--- config.mk ---
export PLATFORM = sky130hd
export DESIGN_NAME = bsr_ctrl
export DESIGN_NICKNAME = d
export VERILOG_FILES = /design/src/rtl/bsr_pkg.sv /design/src/rtl/bsr_ctrl.sv
export VERILOG_INCLUDE_DIRS = /design/src /design/src/rtl
export SDC_FILE = /design/constraint.sdc
export NUM_CORES = 1
export LEC_CHECK = 0
export ABC_AREA = 1
export BUFFER_PORTS_ARGS = -buffer_cell sky130_fd_sc_hd__buf_2
export CORE_UTILIZATION = 50
export CTS_BUF_LIST = sky130_fd_sc_hd__clkbuf_8
export CTS_CLUSTER_SIZE = 10
export DETAILED_ROUTE_END_ITERATION = 10
export GPL_TIMING_DRIVEN = 0
export PLACE_DENSITY = 0.78
export SLEW_MARGIN = 25
export SYNTH_ARGS = -nofsm -noshare
export SYNTH_HDL_FRONTEND = slang
export SYNTH_SLANG_ARGS = --single-unit
--- constraint.sdc ---
create_clock -name clk -period 2.6 [get_ports clk]
set_input_delay 0.39 -clock clk [delete_from_list [all_inputs] [get_ports clk]]
set_output_delay 0.39 -clock clk [all_outputs]
set_load 0.02 [all_outputs]
--- src/rtl/bf16_softmax_row_unit_assert.svh ---
// assertion macros shared by the softmax row unit
`ifndef BF16_SOFTMAX_ROW_UNIT_ASSERT_SVH
`define BF16_SOFTMAX_ROW_UNIT_ASSERT_SVH

// same-cycle implication
`define BSR_ASSERT_IMP(label, clk_s, rst_s, ante, cons, msg) \
  label: assert property (@(posedge clk_s) disable iff (!rst_s) (ante) |-> (cons)) \
    else $error(msg);

// next-cycle implication
`define BSR_ASSERT_NXT(label, clk_s, rst_s, ante, cons, msg) \
  label: assert property (@(posedge clk_s) disable iff (!rst_s) (ante) |=> (cons)) \
    else $error(msg);

`endif

--- src/rtl/bsr_pkg.sv ---
// ----------------------------------------------------------------------------
// bsr_pkg
// Types, constants and tables of the bfloat16 softmax row unit.
// ----------------------------------------------------------------------------
package bsr_pkg;

  localparam int MAX_COUNT_DEF = 64;

  localparam logic [15:0] BF_NEG_MAX = 16'hFF7F;
  localparam logic [15:0] BF_NAN     = 16'h7FC0;
  localparam logic [24:0] ONE_Q24    = 25'd16777216;
  localparam logic [24:0] LOG2E_Q24  = 25'd24204406;
  localparam logic [23:0] LN2_Q24    = 24'd11629080;
  localparam logic [21:0] T_CLAMP    = 22'd2097152;
  localparam logic [16:0] RECIP6     = 17'd43691;
  localparam logic [5:0]  DIV_STEPS  = 6'd54;

  localparam logic [24:0] EXP2_FRAC [16] = '{
    25'd16777216, 25'd16065917, 25'd15384775, 25'd14732511,
    25'd14107901, 25'd13509772, 25'd12937002, 25'd12388516,
    25'd11863283, 25'd11360319, 25'd10878679, 25'd10417458,
    25'd9975792,  25'd9552851,  25'd9147842,  25'd8760003
  };

  typedef struct packed {
    logic [15:0] value;
    logic        row_end;
  } bsr_in_t;

  typedef struct packed {
    logic [15:0] prob;
    logic        out_last;
    logic        overflow;
  } bsr_out_t;

  typedef enum logic [2:0] {
    ST_IDLE,
    ST_EXP,
    ST_EXP_WAIT,
    ST_DIV,
    ST_NORM,
    ST_NORM_WAIT
  } bsr_state_t;

  typedef struct packed {
    logic load;
    logic rd_en;
    logic rd_last;
    logic norm;
    logic div_start;
    logic row_clear;
  } bsr_cmd_t;

  typedef struct packed {
    logic sum_done;
    logic div_done;
    logic out_done;
  } bsr_sts_t;

endpackage

--- src/rtl/bsr_ctrl.sv ---
// ----------------------------------------------------------------------------
// bsr_ctrl
// Sequencer: row load, exponent pass, reciprocal, normalize pass.
// ----------------------------------------------------------------------------
`include "bf16_softmax_row_unit_assert.svh"

module bsr_ctrl import bsr_pkg::*; #(
  parameter int MAX_COUNT = MAX_COUNT_DEF
) (
  input  logic                             clk,
  input  logic                             rst_n,
  input  logic                             start,
  input  logic                             row_end,
  output logic                             busy,
  input  logic [$clog2(MAX_COUNT+1)-1:0]   fill,
  input  bsr_sts_t                         sts,
  output bsr_cmd_t                         cmd,
  output logic [$clog2(MAX_COUNT)-1:0]     rd_idx
);

  localparam int CW = $clog2(MAX_COUNT + 1);
  localparam int AW = $clog2(MAX_COUNT);

  bsr_state_t    state_r, state_nxt;
  logic [CW-1:0] idx_r, idx_nxt;
  logic          at_last;

  assign at_last = (idx_r == fill - CW'(1));

  always_ff @(posedge clk) begin
    if (!rst_n) begin
      state_r <= ST_IDLE;
      idx_r   <= '0;
    end else begin
      state_r <= state_nxt;
      idx_r   <= idx_nxt;
    end
  end

  always_comb begin
    state_nxt = state_r;
    idx_nxt   = idx_r;
    case (state_r)
      ST_IDLE: begin
        idx_nxt = '0;
        if (start && row_end) begin
          state_nxt = ST_EXP;
        end
      end
      ST_EXP: begin
        idx_nxt = idx_r + CW'(1);
        if (at_last) begin
          idx_nxt   = '0;
          state_nxt = ST_EXP_WAIT;
        end
      end
      ST_EXP_WAIT: begin
        if (sts.sum_done) begin
          state_nxt = ST_DIV;
        end
      end
      ST_DIV: begin
        if (sts.div_done) begin
          state_nxt = ST_NORM;
        end
      end
      ST_NORM: begin
        idx_nxt = idx_r + CW'(1);
        if (at_last) begin
          idx_nxt   = '0;
          state_nxt = ST_NORM_WAIT;
        end
      end
      ST_NORM_WAIT: begin
        if (sts.out_done) begin
          state_nxt = ST_IDLE;
        end
      end
      default: begin
        state_nxt = ST_IDLE;
      end
    endcase
  end

  always_comb begin
    cmd  = '0;
    busy = 1'b1;
    case (state_r)
      ST_IDLE: begin
        busy     = 1'b0;
        cmd.load = start;
      end
      ST_EXP: begin
        cmd.rd_en   = 1'b1;
        cmd.rd_last = at_last;
      end
      ST_EXP_WAIT: begin
        cmd.div_start = sts.sum_done;
      end
      ST_DIV: begin
        cmd.norm = 1'b0;
      end
      ST_NORM: begin
        cmd.rd_en   = 1'b1;
        cmd.rd_last = at_last;
        cmd.norm    = 1'b1;
      end
      ST_NORM_WAIT: begin
        cmd.norm      = 1'b1;
        cmd.row_clear = sts.out_done;
      end
      default: begin
        busy = 1'b1;
      end
    endcase
  end

  assign rd_idx = idx_r[AW-1:0];

  `BSR_ASSERT_IMP(a_no_out_idle, clk, rst_n, state_r == ST_IDLE, !sts.out_done, "result while idle")
  `BSR_ASSERT_IMP(a_div_in_state, clk, rst_n, sts.div_done, state_r == ST_DIV, "stray divide done")
  `BSR_ASSERT_NXT(a_row_closes, clk, rst_n, state_r == ST_NORM_WAIT && sts.out_done, state_r == ST_IDLE, "row did not close")
  `BSR_ASSERT_IMP(a_fill_bound, clk, rst_n, 1'b1, fill <= CW'(MAX_COUNT), "fill beyond capacity")

endmodule

==> metrics.md <==
| Metric | Value |
|---|---|
| Commonest non-fill, non-tap cell in the layout | nand2_1 |
| Cts-stage hold buffer count | 0 |
| H-tree levels | 1 |
| Register-to-Register Path Depth | 9 |
| # clock sinks | 10 |
| Post-synthesis register bit count | 10 |
| Critical Path Start Type | primary input |
| Area post-placement | 1080 um2 |
| I/O pin cnt | 27 |
| DR DRC count | 0 |
| Final setup viols | 0 |
| Yosys warns | 0 |
| Crit path time final | 2.14 ns |
| Min Hold Slack | 0.439 ns |
| CP required | 2.21 ns |
| Static leakage | 0.608 nW |
| Rel. slew slack | 75.9% |
| Seq/Total Area, Yosys | 21.7% |
| Gate power share | 50.9% |
| Starting density of the core | 53.3% |
| Die height | 44.9 um |
| Nets | 207 |
| Setup crit end kind | primary output |
| Vias in the first global route | 881 |
| Achievable Freq | 468 MHz |
| Reg2Reg Setup Slack | 1.04 ns |
| Area of the multi-input gates | 567 um2 |
| Routed wire length | 2.04 mm |
| Crit path cell chain | buf_2 -> inv_1 -> ha_1 -> nand2_1 -> inv_1 -> nor2_1 -> nand2_1 -> nor2_1 -> nand3_1 -> nor3_1 -> buf_2 |
| Initial antenna violation count | 0 |
| Core Region | 1730 um2 |
| Power share of the clock group | 23.4% |
| Cells after Synth | 160 |
| Hpwl dp | 1.64 mm |
| Die Width | 44.9 um |
| Diode count | 0 |
| Pwr/cell area | 731 nW/um2 |
| RSZ-0062 raised after global routing | no |
| Root buffer cell | clkbuf_8 |
| Vias per cell | 4.88 |
| Overall Global Routing Usage | 23.5% |
| Unique masters post-synth | 21 |
| Fill cell count | 179 |
| Post-cts resize count | 0 |
| Int Pwr | 0.462 mW |
| Skew-Pair Late Insertion Delay | 0.24 ns |
| RR Startpoint | idx_r[1] |
| Reg area | 200 um2 |
| Final GP Congestion | 0.772 |
| Remaining antenna violation count | 0 |
| Run status | completed |
| Cell area after layout | 1140 um2 |
| P&R area growth vs syn | 23.5% |
| Critical path peak fanout | 5 |
| Type of the most critical hold path | primary input to register |
| Net switching power | 0.370 mW |
| DIE AREA | 2020 um2 |
| Clock Skew | 0.00366 ns |
| Max Cap Viol | 0 |
| Critical Path End | cmd[3] |
| Sequential share of power | 25.7% |
| Net Sw Frac | 44.5% |
| Crit Path Class | primary input to primary output |
| Starting DRT DRC Count | 17 |
| CTS buffer count | 3 |
| Synthesized area | 921 um2 |
| Clk slew on worst S/H paths | 0.05 ns |
| Setup Total Neg Slack | 0 ns |
| Crit path DAT | 1.75 ns |
| Reg2reg end | idx_r[6] |
| CP max stage cell | ha_1 |
| Port bufs | 26 |
| Synth Net Count | 176 |
| Post-CTS setup buffer count | 0 |
| Cell Rows | 15 |
| Longest Clk Path Bufs | 2 |
| Largest net degree at the start of global routing | 8 |
| Slew @ Worst Pin | 0.359 ns |
| IR Drop Worst-Case VDD | 0.452 mV |
| Final Cycle Share | 82.2% |
| DR vias | 1049 |
| CP max stage delay | 0.27 ns |
| Final Hold Viols | 0 |
| Pins over their slew limit | 0 |
| Share of cells above drive strength 1 | 25.8% |
| Most frequent cells in the layout | 50 x nand2_1, 26 x inv_1, 26 x buf_2 |
| Routed len/inst | 9.48 um |
| Global-route wire length before repair | 3.46 mm |
| Drt pass-1 iters | 4 |
| Crit. Startpoint | fill[0] |
| CTS tree | built |
| Post-synthesis area per instance | 5.76 um2 |
| Grt ovf | 0 |
-- synthesized netlist by cell type (all sizes together) --
cell type / count / area, um2
a21oi: 13 / 76.3
buf: 6 / 45.0
dfxtp: 10 / 200
ha: 2 / 25.0
inv: 29 / 109
nand2: 52 / 200
nand3: 16 / 85.1
nor2: 18 / 72.6
nor3: 2 / 15.0
nor4: 2 / 12.5
o21ai: 4 / 20.0
o21bai: 1 / 18.8
or2: 1 / 6.26
xnor2: 2 / 17.5
xor2: 2 / 17.5
-- power groups by stage --
stage                     Combinational, mW  Sequential, mW  Clock [mW]
after CTS                             0.425           0.213       0.198
after detailed placement              0.423           0.215           0
after global placement                0.410           0.214           0
after global routing                  0.477           0.218       0.206
final                                 0.423           0.214       0.195
after floorplan                       0.320           0.207           0
-- area by class of cell --
| type | count | area share (%) |
|---|---|---|
| Multi-Input combinational cell | 115 | 49.8 |
| Sequential cell | 10 | 17.6 |
| Timing Repair Buffer | 26 | 11.4 |
| Inverter | 29 | 9.57 |
| Clock buffer | 4 | 4.84 |
| Buffer | 6 | 3.96 |
| Tap cell | 25 | 2.75 |
-- state kept, by name, summed over array words and instances (netlist names) --
signal / flops
state_r: 3
idx_r: 7
-- through the flow --
stage | util, % | power, mW | worst slack (ns) | instances
final | 65.9 | 0.832 | 0.462 | 215
after detailed placement | 62.7 | 0.638 | 0.453 | 211
after global routing | 65.9 | 0.901 | 0.234 | 215
after global placement | 62.7 | 0.625 | 0.491 | 211
after CTS | 65.9 | 0.835 | 0.437 | 215
after floorplan | - | 0.527 | 0.538 | 160
-- logic make-up after synthesis --
| kind of cell | synth area share [%] |
|---|---|
| compound gates | 12.5 |
| xor+xnor | 3.81 |
| fa+ha+maj | 2.72 |
| buf+inv | 16.7 |
| flops | 21.7 |
| simple gates | 42.5 |
-- critical path: cells and delay by family --
| family | cells | cell delay, ns |
|---|---|---|
| fa+ha+maj | 1 | 0.27 |
| buf+inv | 4 | 0.45 |
| simple gates | 6 | 0.64 |
-- worst min-delay path by stage --
stage	from	to	slack, ns	cells after the start
finish	rst_n	state_r[0]	0.44	3
floorplan	idx_r[6]	idx_r[6]	0.46	2
global route	rst_n	state_r[0]	0.45	3
global placement	idx_r[6]	idx_r[6]	0.47	2
CTS	rst_n	state_r[0]	0.43	3
detailed placement	idx_r[6]	idx_r[6]	0.48	2
-- per-layer routing --
metal	track usage, %	part of all wire (%)
met3	3.20	2.9
met2	46.8	54
met5	0	0
met4	9.70	1.1
met1	24.1	42
(Power assumes the default switching activity.)
